--- src/sv/brfca_pkg.sv ---
`default_nettype none

package brfca_pkg;

    localparam logic [1:0] OP_QUERY  = 2'd0;
    localparam logic [1:0] OP_STORE  = 2'd1;
    localparam logic [1:0] OP_COMMIT = 2'd2;
    localparam logic [1:0] OP_READ   = 2'd3;

    localparam logic [1:0] ST_OK         = 2'd0;
    localparam logic [1:0] ST_FULL_EMPTY = 2'd1;
    localparam logic [1:0] ST_OVERFLOW   = 2'd2;

    localparam int OQ_DEPTH = 4;
    localparam int OQ_AW    = 2;
    localparam int OQ_LW    = 3;

    typedef struct packed {
        logic [1:0]  operation;
        logic [11:0] offset;
        logic [7:0]  data_byte;
        logic [12:0] length;
    } t_in_item;

    typedef struct packed {
        logic [7:0]  read_byte;
        logic        byte_valid;
        logic        last;
        logic [11:0] area_start;
        logic [12:0] area_length;
        logic [6:0]  read_count;
        logic [12:0] fill_level;
        logic [1:0]  status;
    } t_out_item;

    typedef struct packed {
        logic [1:0]  operation;
        logic [11:0] offset;
        logic [7:0]  data_byte;
        logic [12:0] length;
        logic [6:0]  read_max;
    } t_cmd;

endpackage

`default_nettype wire

--- src/sv/brfca_outq.sv ---
`default_nettype none

module brfca_outq (
    input  wire                          i_clk,
    input  wire                          i_rst_n,
    input  wire                          i_res_valid,
    input  wire  brfca_pkg::t_out_item   i_res,
    output logic [brfca_pkg::OQ_LW-1:0]  o_level,
    output logic                         o_empty,
    input  wire                          i_pop,
    output brfca_pkg::t_out_item         o_result
);

    brfca_pkg::t_out_item             r_q [brfca_pkg::OQ_DEPTH];
    logic [brfca_pkg::OQ_AW-1:0]      r_wr;
    logic [brfca_pkg::OQ_AW-1:0]      r_rd;
    logic [brfca_pkg::OQ_LW-1:0]      r_cnt;
    logic                             take;

    assign o_level  = r_cnt;
    assign o_empty  = (r_cnt == '0);
    assign o_result = r_q[r_rd];
    assign take     = i_pop && !o_empty;

    always_ff @(posedge i_clk) begin
        if (!i_rst_n) begin
            r_wr  <= '0;
            r_rd  <= '0;
            r_cnt <= '0;
        end else begin
            if (i_res_valid) begin
                r_q[r_wr] <= i_res;
                r_wr      <= r_wr + 1'b1;
            end
            if (take) begin
                r_rd <= r_rd + 1'b1;
            end
            unique case ({i_res_valid, take})
                2'b10:   r_cnt <= r_cnt + 1'b1;
                2'b01:   r_cnt <= r_cnt - 1'b1;
                default: r_cnt <= r_cnt;
            endcase
        end
    end

endmodule

`default_nettype wire

--- config.mk ---
export PLATFORM = sky130hd
export DESIGN_NAME = brfca_outq
export DESIGN_NICKNAME = d
export VERILOG_FILES = /design/src/sv/brfca_pkg.sv /design/src/sv/brfca_outq.sv
export SDC_FILE = /design/constraint.sdc
export NUM_CORES = 1
export LEC_CHECK = 0
export BUFFER_PORTS_ARGS = -buffer_cell sky130_fd_sc_hd__buf_2
export CORE_ASPECT_RATIO = 0.9
export CORE_MARGIN = 3
export CORE_UTILIZATION = 40
export DETAILED_ROUTE_END_ITERATION = 6
export PLACE_DENSITY_LB_ADDON = 0.15
export SYNTH_ARGS = -nofsm -noshare
export SYNTH_HDL_FRONTEND = slang
export SYNTH_SLANG_ARGS = --single-unit
--- constraint.sdc ---
create_clock -name i_clk -period 3.37 [get_ports i_clk]
set_clock_uncertainty 0.1 [all_clocks]
set_input_delay 1.011 -clock i_clk [delete_from_list [all_inputs] [get_ports i_clk]]
set_output_delay 1.011 -clock i_clk [all_outputs]
set_load 0.05 [all_outputs]
==> flow_metrics.tcl <==
set metrics [dict create \
    antenna_found_initial 2 \
    seq_area_frac_synth_pct 80.91 \
    grt_max_degree 31 \
    rrSetupSlack_ns 1.20 \
    routed_wl_mm 16.14 \
    synth_cell_types 22 \
    ys_top_cells_by_area "edfxtp_1 79%, mux4_2 15%, dfxtp_1 2.1%, ha_1 0.72%, buf_6 0.52%" \
    post_cts_resized 0 \
    p_sw_mw 2.471 \
    post_cts_buffers 2 \
    cts_tree "done" \
    clk_latency_ns 0.51 \
    internal-power_mw 5.531 \
    ys_seq_elements 237 \
    period_needed_ns 3.099 \
    drc 0 \
    cp.arrival_ns 1.99 \
    worst_hold_slack_ns 0.3961 \
    grt_pass1_wl_mm 25.21 \
    worstPathRequired_ns 2.26 \
    fin_ws_ns 0.2706 \
    crit_chain "buf_12 > mux4_2 > buf_2" \
    dp_slack_ns 0.5514 \
    hold_violations 0 \
    dieArea_um2 23520 \
    p_total_mw 8.002 \
    power.density_nw_per_um2 759.2 \
    h-tree-depth 1 \
    busiest_layer "met2" \
    syn_nets 413 \
    syn2layout_area_growth_pct 21.37 \
    slowest_delay_ns 0.56 \
    cap_violations 0 \
    cts_hold_buf 0 \
    setup_viol 0 \
    clock_path_buffers 3 \
    synth_warnings 0 \
    rsz0062_at_grt "false" \
    fin_nets 560 \
    seqPwrFrac_pct 42.6 \
    grt_overflow 0 \
    avgSynthCellArea_um2 25.10 \
    combPwrFrac_pct 25.6 \
    syn_area_um2 8685 \
    wire_per_inst_um 20.20 \
    slew-limit-headroom_pct 67.22 \
    final_antenna_net_count 0 \
    io_buffers 121 \
    switching_share_pct 30.89 \
    start_util_pct 41.19 \
    use_met2_pct 22.11 \
    grt_pass1_vias 4426 \
    cp-start-kind "register" \
    p_leak_nw 3.500 \
    critPathKind "register to output port" \
    root_buffer "clkbuf_16" \
    gp_congestion 0.6741 \
    cp-end-kind "output port" \
    clock_power_share_pct 31.8 \
    ios 122 \
    first_pass_iters 4 \
    drive_gt1_share_pct 44.81 \
    via_per_inst 4.965 \
    placement_rows 50 \
    peakVddDrop_v 0.0005066 \
    die_h_um 145.8 \
    min_period_over_period_pct 91.97 \
    grt.total_usage_pct 13.84 \
    via_count 3967 \
    crit_path_max_fanout 23 \
    final_max_slew_viol_count 0 \
    drt_iter0_markers 166 \
    core_um2 21080 \
    place_inst 749 \
    place_hpwl_mm 9.455 \
    grt_use_met3_pct 4.041 \
    final_cells 799 \
    worst_slew_pin_slew_ns 0.4917 \
    synth_top_cell_area_share_pct 78.84 \
    numCtsBuffers 26 \
    fmax_ghz 0.3226 \
    outcome "completed" \
    clk_pin_slew_ns 0.06 \
    setup-tns-final_ns 0 \
    cts_num_sinks 237 \
    cp_slowest_cell "mux4_2" \
    synth_cells 346 \
    synth_top_cell_by_area "edfxtp_1" \
    chipWidth_um 161.3 \
    use_met1_pct 18.79 \
    hold_class "register to register" \
]
## synthesized netlist by cell type (all sizes together)
| master | number |
|---|---|
| nor3 | 1 |
| and2 | 3 |
| nor2b | 2 |
| fa | 1 |
| xnor2 | 1 |
| edfxtp | 228 |
| dfxtp | 9 |
| nand2 | 3 |
| nand4bb | 1 |
| or3 | 2 |
| o21ai | 5 |
| inv | 6 |
| xor2 | 2 |
| mux4 | 57 |
| clkbuf | 3 |
| a21boi | 2 |
| and3 | 4 |
| ha | 5 |
| buf | 10 |
| mux2i | 1 |
## power groups by stage
stage / combinational (mW) / clock (mW) / sequential, mW
floorplan: 1.58 / 0 / 3.50
global placement: 2.02 / 0 / 3.50
detailed placement: 2.03 / 0 / 3.51
CTS: 2.09 / 2.64 / 3.41
global route: 2.17 / 2.76 / 3.42
finish: 2.05 / 2.54 / 3.41
## registers in the layout, summed over array words and instances (netlist names), named ones only
name and count:
r_wr 2, r_q 228, o_level 3, r_rd 2
## area by class of cell
cell class | count | area [um2]
fillers | 1742 | 10540
clock buffers | 38 | 737.0
multi-input cells | 90 | 1564
diodes | 2 | 5.005
repair buffers | 132 | 775.7
well taps | 286 | 357.8
clock inverters | 8 | 43.79
inverters | 6 | 22.52
flip-flops and latches | 237 | 7034
## critical path: cells and delay by family, from the launching register on
kind,cells,cell delay [ns]
muxes,1,0.56
buffers and inverters,2,0.47
DFF,1,0.41
## metal layers
layer / share of wire [%] / vias up
met1: 43 / 2043
met4: 2.4 / 4
met5: 0.14 / -
li1: - / 1769
met2: 48 / 115
met3: 6.7 / 36
## cell families after synthesis
kind of cell	share of synthesized area [%]
mux	14.90
fa+ha+maj	0.9509
simple gates	1.167
buf+inv	1.311
xor+xnor	0.3026
flops	80.91
compound gates	0.4609
## path summary, 6_finish.rpt
check,to,startpoint,depth (start not counted)
setup / recovery,o_result[9],register,3
hold / removal,register,r_rd[0],2
hold reg to reg,register,r_rd[0],2
setup reg to reg,o_level[2],o_level[0],8
## layout by cell type, fill, tap and decap left out, types with 2 or more instances in the layout
| cell type | n |
|---|---|
| dfxtp_1 | 7 |
| diode_2 | 2 |
| mux4_2 | 57 |
| clkbuf_1 | 9 |
| clkbuf_8 | 2 |
| dfxtp_4 | 2 |
| or3_1 | 2 |
| inv_1 | 6 |
| a21boi_0 | 2 |
| clkinv_2 | 2 |
| clkinv_1 | 4 |
| and2_1 | 3 |
| xor2_1 | 2 |
| edfxtp_1 | 228 |
| buf_4 | 4 |
| ha_1 | 5 |
| nor2b_1 | 2 |
| buf_12 | 7 |
| nand2_1 | 3 |
| clkbuf_16 | 27 |
| and3_4 | 4 |
| o21ai_0 | 5 |
| buf_2 | 121 |
## through the flow
stage / util [%] / area [um2]
after global routing: 49.97 / 10540
after floorplan: - / 8685
after CTS: 49.97 / 10540
after detailed placement: 46.20 / 9739
after global placement: 46.20 / 9739
final: 49.99 / 10540
No activity file was read; power rests on OpenSTA's default activity.
