`src/sv/brfca_pkg.sv`:
```
`default_nettype none

package brfca_pkg;

    localparam logic [1:0] OP_QUERY  = 2'd0;
    localparam logic [1:0] OP_STORE  = 2'd1;
    localparam logic [1:0] OP_COMMIT = 2'd2;
    localparam logic [1:0] OP_READ   = 2'd3;

    localparam logic [1:0] ST_OK         = 2'd0;
    localparam logic [1:0] ST_FULL_EMPTY = 2'd1;
    localparam logic [1:0] ST_OVERFLOW   = 2'd2;

    localparam int OQ_DEPTH = 4;
    localparam int OQ_AW    = 2;
    localparam int OQ_LW    = 3;

    typedef struct packed {
        logic [1:0]  operation;
        logic [11:0] offset;
        logic [7:0]  data_byte;
        logic [12:0] length;
    } t_in_item;

    typedef struct packed {
        logic [7:0]  read_byte;
        logic        byte_valid;
        logic        last;
        logic [11:0] area_start;
        logic [12:0] area_length;
        logic [6:0]  read_count;
        logic [12:0] fill_level;
        logic [1:0]  status;
    } t_out_item;

    typedef struct packed {
        logic [1:0]  operation;
        logic [11:0] offset;
        logic [7:0]  data_byte;
        logic [12:0] length;
        logic [6:0]  read_max;
    } t_cmd;

endpackage

`default_nettype wire

```
`src/sv/brfca_front.sv`:
```
`default_nettype none

module brfca_front #(
    parameter int MAX_READ = 64
) (
    input  wire                        i_clk,
    input  wire                        i_rst_n,
    input  wire                        i_push,
    output logic                       o_full,
    input  wire  brfca_pkg::t_in_item  i_item,
    output logic                       o_cmd_valid,
    output brfca_pkg::t_cmd            o_cmd,
    input  wire                        i_cmd_pop
);

    brfca_pkg::t_cmd r_q [2];
    logic            r_wr;
    logic            r_rd;
    logic [1:0]      r_cnt;
    logic            accept;
    logic            take;
    brfca_pkg::t_cmd cmd;

    assign o_full      = (r_cnt == 2'd2);
    assign o_cmd_valid = (r_cnt != 2'd0);
    assign o_cmd       = r_q[r_rd];
    assign accept      = i_push && !o_full;
    assign take        = i_cmd_pop && o_cmd_valid;

    always_comb begin
        cmd.operation = i_item.operation;
        cmd.offset    = i_item.offset;
        cmd.data_byte = i_item.data_byte;
        cmd.length    = i_item.length;
        if (i_item.length > 13'(MAX_READ)) begin
            cmd.read_max = 7'(MAX_READ);
        end else begin
            cmd.read_max = i_item.length[6:0];
        end
    end

    always_ff @(posedge i_clk) begin
        if (!i_rst_n) begin
            r_wr  <= 1'b0;
            r_rd  <= 1'b0;
            r_cnt <= 2'd0;
        end else begin
            if (accept) begin
                r_q[r_wr] <= cmd;
                r_wr      <= ~r_wr;
            end
            if (take) begin
                r_rd <= ~r_rd;
            end
            unique case ({accept, take})
                2'b10:   r_cnt <= r_cnt + 2'd1;
                2'b01:   r_cnt <= r_cnt - 2'd1;
                default: r_cnt <= r_cnt;
            endcase
        end
    end

endmodule

`default_nettype wire

```
`config.mk`:
```
export PLATFORM = sky130hd
export DESIGN_NAME = brfca_front
export DESIGN_NICKNAME = d
export VERILOG_FILES = /design/src/sv/brfca_pkg.sv /design/src/sv/brfca_front.sv
export SDC_FILE = /design/constraint.sdc
export NUM_CORES = 1
export LEC_CHECK = 0
export ABC_AREA = 1
export BUFFER_PORTS_ARGS = -buffer_cell sky130_fd_sc_hd__buf_4
export CAP_MARGIN = 20
export CORE_MARGIN = 1.5
export CORE_UTILIZATION = 43
export CTS_BUF_LIST = sky130_fd_sc_hd__clkbuf_8
export CTS_CLUSTER_SIZE = 10
export DETAILED_ROUTE_END_ITERATION = 8
export GPL_ROUTABILITY_DRIVEN = 0
export GPL_TIMING_DRIVEN = 0
export PLACE_DENSITY_LB_ADDON = 0.1
export SLEW_MARGIN = 10
export SYNTH_ARGS = -nofsm -noshare
export SYNTH_HDL_FRONTEND = slang
export SYNTH_SLANG_ARGS = --single-unit
```
`constraint.sdc`:
```
create_clock -name i_clk -period 6.2 [get_ports i_clk]
set_clock_uncertainty 0.1 [all_clocks]
set_input_delay 0.31 -clock i_clk [delete_from_list [all_inputs] [get_ports i_clk]]
set_output_delay 0.31 -clock i_clk [all_outputs]
set_load 0.02 [all_outputs]
```
==> results of run 1 <==
[cell families (layout without fill, tap and decap cells)]
family                   after synthesis  in the layout  synth area share
AO/OA/AOI/OAI                          7              7            0.0116
adder cells (fa/ha/maj)                1              1           0.00350
buffers and inverters                 17            117            0.0382
flip-flops                            89             89             0.735
multiplexers                          42             42             0.175
AND/OR/NAND/NOR                       33             33            0.0375
[worst max path at each step]
stage | startpoint | to | slack (ns) | cells after the start
finish | register | o_cmd[13] | 4.33 | 4
CTS | register | o_cmd[13] | 4.31 | 4
global placement | r_cnt[0] | r_q[1][27] | 2.18 | 2
detailed placement | i_rst_n | r_q[1][27] | 4.44 | 4
floorplan | r_cnt[0] | r_q[1][0] | 3.40 | 2
global route | register | o_cmd[13] | 4.27 | 4
[stage by stage]
stage	instance area, um2	utilization	hold WS [ns]
CTS	4560	0.560	0.0271
global placement	4320	0.531	0.381
finish	4560	0.560	0.0441
floorplan	3570	-	0.309
global route	4560	0.560	0.0206
detailed placement	4360	0.537	0.391
[sequential cells by signal, indices dropped and copies added (netlist names), named ones only]
name   count
r_cnt      2
r_q       84
r_rd       1
r_wr       1
[cell type report]
cell class                      instances  share of cell area
Sequential cell                        89               0.576
Multi-Input combinational cell         83               0.180
Timing Repair Buffer                   84               0.144
Tap cell                              105              0.0288
Clock buffer                            9              0.0272
Buffer                                  5              0.0200
Clock inverter                          7              0.0151
Inverter                               12             0.00988
[routing by layer]
metal  part of all wire  track usage
met5                  0            0
met4              0.018       0.0672
met3              0.044       0.0388
met2               0.50        0.232
met1               0.44        0.177
[power by group]
group	total, mW	internal [mW]	switching, mW
Clock	0.385	0.186	0.199
Sequential	0.720	0.705	0.0148
Combinational	0.392	0.203	0.190
[cells in the mapped netlist]
cell,n
nand2_2,1
dfxtp_1,5
inv_1,12
mux2_2,2
nor2_1,19
edfxtp_1,84
a21oi_1,3
o21ai_0,2
mux2_4,40
o21ai_2,1
buf_6,1
nand3_1,2
ha_1,1
buf_12,4
nand2_1,9
or2_1,1
or2_0,1
o21a_1,1
==> results.json, run 1 <==
{
  "synth_top_area_cell": "edfxtp_1",
  "cts_setup_buffers": 0,
  "drtIter0Drc": 69,
  "final_common_cell": "edfxtp_1",
  "place_inst": 378,
  "syn_inst": 189,
  "r2r-start": "r_cnt[0]",
  "maxCapViolations": 0,
  "final_cell_mix": "edfxtp_1 (84), buf_4 (82), mux2_4 (40)",
  "seq_area_um2": 2620,
  "io_buffers": 82,
  "wire_per_inst_um": 14.9,
  "multi_input_area_um2": 818,
  "n_antenna_cell": 0,
  "die_height_um": 94.1,
  "syn_avg_cell_area_um2": 18.9,
  "p_leak_nw": 1.79,
  "htreeDepth": 3,
  "powerDensity_nw_per_um2": 328,
  "cts_made_buffers": 9,
  "synth_area_leaders": "edfxtp_1 (71%), mux2_4 (17%), dfxtp_1 (2.8%)",
  "dp_hpwl_um": 3890,
  "setup-tns-final_ns": 0,
  "rr_endpoint": "r_q[1][22]",
  "status": "finished clean",
  "startpoint_type": "register",
  "netlist_area_um2": 3570,
  "wl_um": 5880,
  "gr-total-overflow": 0,
  "finalSetupViolCount": 0,
  "arrival_ns": 1.46,
  "vias_per_cell": 4.63,
  "grt_start_max_net_pins": 32,
  "worstHoldPathCells": 1,
  "drc": 0,
  "min-delay-start": "i_item[13]",
  "numClockSinks": 89,
  "root_buffer": "clkbuf_8",
  "fill_cells": 644,
  "grt_usage": 0.143,
  "hold_class": "in2reg",
  "num_io_pins": 83,
  "period_share": 0.301,
  "cts_buffer_depth": 2,
  "syn_nets": 229,
  "end_kind": "primary output",
  "antenna_left": 0,
  "dieArea_um2": 8860,
  "grt_pass1_vias": 1832,
  "drtPass1Iterations": 4,
  "crit_type": "reg2out",
  "antenna_found_initial": 0,
  "dpl_worst_slack_ns": 4.44,
  "cts_tree": "yes",
  "maxSlewViolCount": 0,
  "cp_num_buf_inv": 3,
  "yosysWarningCount": 0,
  "yosysSeqAreaShare": 0.735,
  "hold_buffers": 0,
  "path_cells": "buf_6 -> buf_12 -> mux2_4 -> buf_4",
  "die_x_um": 94.1,
  "crit_path_top_delay_cell": "dfxtp_1",
  "min_period_ns": 1.87,
  "slew_headroom": 0.580,
  "clk_pin_slew_worst_paths_ns": 0.09,
  "worst_pin_slew_ns": 0.629,
  "whs_endpoint": "r_q[0][20]",
  "grt_pass1_wl_um": 9090,
  "row_count": 33,
  "cp_max_fo": 10,
  "vias": 1824,
  "worstRegToRegCells": 3,
  "fmax_mhz": 536,
  "synth_top_area_frac": 0.707,
  "synth_cell_type_count": 18,
  "core_area_um2": 8130,
  "hold_viol": 0,
  "ctsResizeCount": 0,
  "ir_worst_vdd_mv": 0.155,
  "cp.required_ns": 5.79,
  "drive_above_1_share": 0.519,
  "finalWorstSetupSlack_ns": 4.33,
  "slowest_delay_ns": 0.33,
  "regToRegSetupSlack_ns": 4.46,
  "power.total_mw": 1.50,
  "worst_path_dominant_cell_family": "buffers and inverters",
  "stdcell_count": 394,
  "rsz0062_at_grt": "false",
  "clk_latency_ns": 0.35,
  "nets": 324,
  "initial_core_util": 0.439,
  "syn_to_final_growth_pct": 27.7,
  "ys_ff_latch": 89
}
Power figures use the tool's default switching activity.
==> run 2, diff against run 1 <==
==> constraint.sdc (replaced) <==
create_clock -name i_clk -period 1.7 [get_ports i_clk]
set_clock_uncertainty 0.1 [all_clocks]
set_input_delay 0.085 -clock i_clk [delete_from_list [all_inputs] [get_ports i_clk]]
set_output_delay 0.085 -clock i_clk [all_outputs]
set_load 0.02 [all_outputs]
==> run 2 against run 1 <==
The flow now finishes with violations (setup timing). Sequential power grew to 3.7 times the previous value. Design area is 9.0% higher. Register-to-register slack worse by 4.5 ns. Critical path type is now reg2reg. Critical endpoint is now r_q[0][38]. Largest cell class unchanged.
==> results.json, run 2 (same netlist as run 1, synthesis figures left out) <==
{
  "status": "finished, violations left",
  "violations": "setup timing",
  "initial_core_util": 0.439,
  "cts_made_buffers": 9,
  "maxCapViolations": 0,
  "clk_pin_slew_worst_paths_ns": 0.09,
  "wire_per_inst_um": 14.2,
  "end_kind": "register",
  "cts_buffer_depth": 2,
  "finalSetupViolCount": 51,
  "dieArea_um2": 8860,
  "grt_pass1_vias": 1952,
  "whs_endpoint": "r_wr",
  "largest_register_ffs": 84,
  "dpl_worst_slack_ns": -0.534,
  "cp_max_fo": 21,
  "wl_um": 6130,
  "p_leak_nw": 1.96,
  "fill_cells": 625,
  "clk_latency_ns": 0.34,
  "power.total_mw": 5.66,
  "num_io_pins": 83,
  "grt_usage": 0.145,
  "cts_setup_buffers": 0,
  "antenna_found_initial": 0,
  "arrival_ns": 1.56,
  "drc": 0,
  "fmax_mhz": 577,
  "slew_headroom": 0.514,
  "startpoint_type": "register",
  "multi_input_area_um2": 833,
  "min-delay-start": "i_rst_n",
  "hold_viol": 0,
  "root_buffer": "clkbuf_8",
  "rsz0062_at_grt": "true",
  "powerDensity_nw_per_um2": 1140,
  "reg.largest.list": "r_q x84, r_cnt x2",
  "die_x_um": 94.1,
  "worst_pin_slew_ns": 0.727,
  "drive_above_1_share": 0.469,
  "htreeDepth": 3,
  "ir_worst_vdd_mv": 0.783,
  "final_common_cell": "edfxtp_1",
  "finalWorstSetupSlack_ns": -0.0344,
  "maxSlewViolCount": 0,
  "die_height_um": 94.1,
  "dp_hpwl_um": 3700,
  "seq_area_um2": 2630,
  "n_antenna_cell": 0,
  "crit_type": "reg2reg",
  "drtIter0Drc": 44,
  "core_area_um2": 8130,
  "vias": 1963,
  "cp.required_ns": 1.53,
  "min_period_ns": 1.73,
  "regToRegSetupSlack_ns": -0.03,
  "hold_class": "in2reg",
  "numClockSinks": 89,
  "r2r-start": "r_cnt[1]",
  "nets": 361,
  "period_share": 1.02,
  "antenna_left": 0,
  "row_count": 33,
  "final_cell_mix": "edfxtp_1 (84), buf_4 (82), mux2_4 (40)",
  "grt_pass1_wl_um": 9360,
  "worstHoldPathCells": 3,
  "cts_tree": "yes",
  "postLayoutCoreUtil": 0.611,
  "syn_to_final_growth_pct": 39.2,
  "io_buffers": 82,
  "gr-total-overflow": 0,
  "rr_endpoint": "r_q[0][38]",
  "worstRegToRegCells": 5,
  "drtPass1Iterations": 4,
  "largest_register": "r_q",
  "vias_per_cell": 4.55,
  "grt_start_max_net_pins": 23
}
-- run 2: per-stage QoR --
| stage | setup TNS, ns | hold slack [ns] | instance area [um2] | instances |
|---|---|---|---|---|
| final | -1.15 | 0.0175 | 4970 | 431 |
| after global routing | -8.18 | 0.0369 | 4970 | 431 |
| after CTS | -4.32 | 0.00796 | 4960 | 431 |
| after detailed placement | -24.69 | 0.173 | 4370 | 377 |
| after global placement | -40.02 | 0.170 | 4340 | 376 |
| after floorplan | -3.13 | 0.0839 | 3590 | 189 |
-- run 2: worst max-delay path by stage --
stage	from	end	slack, ns	cells after the start
after CTS	r_cnt[1]	r_q[1][27]	-0.08	4
after detailed placement	r_cnt[1]	r_q[0][33]	-0.53	5
after floorplan	r_cnt[1]	r_q[0][0]	-0.07	5
final	r_cnt[1]	r_q[0][38]	-0.03	5
after global routing	r_cnt[1]	r_q[0][38]	-0.15	5
after global placement	r_cnt[1]	r_q[0][33]	-0.58	5
-- run 2: report_power, final --
part	switching (mW)	leakage (nW)	internal (mW)
registers	0.0595	0.806	2.58
logic	0.718	1.04	0.798
clock network	0.695	0.109	0.816
total	1.47	1.96	4.19
-- run 2: routing by layer --
metal / up-vias / wire length [um] / GRT usage
li1: 964 / - / -
met1: 947 / 2730 / 0.182
met2: 45 / 3110 / 0.245
met3: 7 / 212 / 0.0251
met4: 0 / 75 / 0.0634
met5: - / 0 / 0
-- run 2: final cells by class --
type	count	area share
repair buffers	120	0.204
multi-input cells	83	0.168
repair inverters	1	0.00151
plain buffers	5	0.0184
clock buffers	9	0.0249
inverters	12	0.0103
clock inverters	7	0.0176
well taps	105	0.0264
flip-flops and latches	89	0.529
-- run 2: critical path, cell delays in order, from the launching register on --
cell        delay [ns]
dfxtp_4           0.38
inv_4             0.04
o21ai_4           0.17
inv_2             0.08
nand2_4           0.10
clkinvlp_4        0.45
-- run 2: what timing repair did --
| action | CTS | global route |
|---|---|---|
| endpoints found under the setup margin | 64 | 64 |
| hold endpoints to repair | 77 | 0 |
| pin swaps | 2 | 1 |
| gates cloned | 1 | 0 |
| hold buffers | 37 | 0 |
| gates resized for setup | 3 | 2 |
==> run 3, diff against run 2 <==
--- a/config.mk
+++ b/config.mk
@@ -8,7 +8,6 @@
 export ABC_AREA = 1
 export BUFFER_PORTS_ARGS = -buffer_cell sky130_fd_sc_hd__buf_4
 export CAP_MARGIN = 20
-export CORE_MARGIN = 1.5
 export CORE_UTILIZATION = 43
 export CTS_BUF_LIST = sky130_fd_sc_hd__clkbuf_8
 export CTS_CLUSTER_SIZE = 10
==> run 3 against run 2 <==
The run still ends with setup timing left. Sequential cell count did not move. Clock-buffer cell count stayed put. Design area decreased by 1.0%. Die area shrank 2.1%. Critical path depth is the same. Utilization is 1.3 points higher. Cell count shrank 0.70%. Power fell by 5.4%. Non-clock buffer count stayed put. Critical path type unchanged. Largest power group unchanged. Highest routed layer unchanged.
==> results.json, run 3 (same netlist as run 1, synthesis figures left out) <==
{
  "ir_worst_vdd_mv": 0.569,
  "row_count": 32,
  "clk_pin_slew_worst_paths_ns": 0.08,
  "grt_usage": 0.147,
  "crit_type": "reg2reg",
  "drtPass1Iterations": 4,
  "status": "finished, violations left",
  "maxCapViolations": 0,
  "rsz0062_at_grt": "true",
  "vias": 1951,
  "drive_above_1_share": 0.469,
  "io_buffers": 82,
  "crit_path_top_delay_cell": "clkinvlp_4",
  "p_leak_nw": 1.93,
  "htreeDepth": 3,
  "placed_area_um2": 4360,
  "cp_max_fo": 21,
  "cts_tree": "yes",
  "grt_pass1_vias": 1958,
  "clk_latency_ns": 0.34,
  "switchingPower_mw": 1.47,
  "slowest_delay_ns": 0.43,
  "dp_hpwl_um": 3640,
  "stdcell_count": 428,
  "cp_num_buf_inv": 3,
  "n_antenna_cell": 0,
  "postLayoutCoreUtil": 0.623,
  "initial_core_util": 0.453,
  "vias_per_cell": 4.56,
  "power.total_mw": 5.36,
  "core_area_um2": 7890,
  "grt_pass1_wl_um": 9280,
  "fmax_mhz": 578,
  "grt_start_max_net_pins": 23,
  "dieArea_um2": 8670,
  "final_cell_mix": "edfxtp_1 (84), buf_4 (82), mux2_4 (40)",
  "finalSetupViolCount": 48,
  "end_kind": "register",
  "syn_to_final_growth_pct": 37.7,
  "die_x_um": 93.1,
  "cts_buffer_depth": 2,
  "violations": "setup timing",
  "path_cells": "inv_4 -> o21ai_4 -> inv_2 -> nand2_4 -> clkinvlp_4",
  "num_io_pins": 83,
  "drc": 0,
  "nets": 361,
  "period_share": 1.02,
  "arrival_ns": 1.56,
  "cts_made_buffers": 9,
  "root_buffer": "clkbuf_8",
  "finalWorstSetupSlack_ns": -0.0311,
  "gr-total-overflow": 0,
  "startpoint_type": "register",
  "hold_class": "in2reg",
  "share_comb_of_total_power": 0.282,
  "cp.required_ns": 1.53,
  "wl_um": 5940,
  "min_period_ns": 1.73,
  "drtIter0Drc": 28,
  "largest_register_ffs": 84,
  "largest_register": "r_q",
  "cts_setup_buffers": 0,
  "hold_viol": 0,
  "switching_share": 0.274,
  "maxSlewViolCount": 0,
  "fin_area_um2": 4920,
  "die_height_um": 93.1,
  "powerDensity_nw_per_um2": 1090,
  "clkPwrFrac": 0.226,
  "numClockSinks": 89,
  "worst_path_dominant_cell_family": "buffers and inverters",
  "p_seq_frac": 0.492,
  "slew_headroom": 0.535,
  "reg.largest.list": "r_q x84, r_cnt x2",
  "place_inst": 374,
  "final_common_cell": "edfxtp_1",
  "antenna_left": 0,
  "holdWs_ns": 0.0194,
  "antenna_found_initial": 0,
  "worst_pin_slew_ns": 0.696,
  "p_int_mw": 3.89,
  "wire_per_inst_um": 13.9
}
run 3: changes by cell type in the layout (fill, tap and decap cells not counted), sizes merged:
cell | previous run | this run
bufinv | 2 | 0
clkinvlp | 3 | 4
clkinv | 2 | 3
run 3: what timing repair did:
item / 4_1_cts / 5_1_grt
cloned: 1 / 0
pin swaps: 2 / 1
resized for setup: 3 / 2
hold buffers: 37 / 0
endpoints found under the hold margin: 83 / 0
endpoints found under the setup margin: 64 / 64
run 3: power by group through the flow:
| stage | Sequential [mW] | Clock, mW | Combinational, mW |
|---|---|---|---|
| after floorplan | 2.67 | 0 | 0.975 |
| after global placement | 2.68 | 0 | 1.43 |
| after detailed placement | 2.68 | 0 | 1.45 |
| after CTS | 2.63 | 1.24 | 1.53 |
| after global routing | 2.65 | 1.33 | 1.62 |
| final | 2.64 | 1.21 | 1.51 |
run 3: final timing paths:
kind         startpoint         end  slack (ns)  depth (start not counted)
max reg2reg    r_cnt[1]  r_q[0][18]       -0.03                          5
min             i_rst_n        r_wr        0.02                          3
max            r_cnt[1]  r_q[0][18]       -0.03                          5
min reg2reg        r_rd        r_rd        0.40                          2
run 3: tightest hold or removal path: cells and delay by family:
kind	cells	cell delay (ns)
AO/OA/AOI/OAI	1	0.16
buffers and inverters	1	0.09
AND/OR/NAND/NOR	1	0.09
run 3: layout make-up:
| type | instances | area (um2) |
|---|---|---|
| well taps | 102 | 128 |
| repair buffers | 120 | 1010 |
| plain buffers | 5 | 91.3 |
| multi-input cells | 83 | 833 |
| clock buffers | 9 | 124 |
| fillers | 598 | 2970 |
| repair inverters | 1 | 7.51 |
| flip-flops and latches | 89 | 2630 |
| clock inverters | 7 | 40.0 |
| inverters | 12 | 51.3 |
run 3: routing by layer:
metal / vias to the layer above / track usage / routed length (um)
met1: 935 / 0.171 / 2500
li1: 958 / - / -
met3: 10 / 0.0301 / 209
met4: 0 / 0.0692 / 124
met5: - / 0 / 0
met2: 48 / 0.257 / 3100
run 3: metrics by stage:
step | worst slack, ns | setup TNS (ns)
global route | -0.171 | -9.04
global placement | -0.532 | -37.03
detailed placement | -0.517 | -23.38
CTS | -0.0914 | -4.45
floorplan | -0.0745 | -3.13
finish | -0.0311 | -1.02
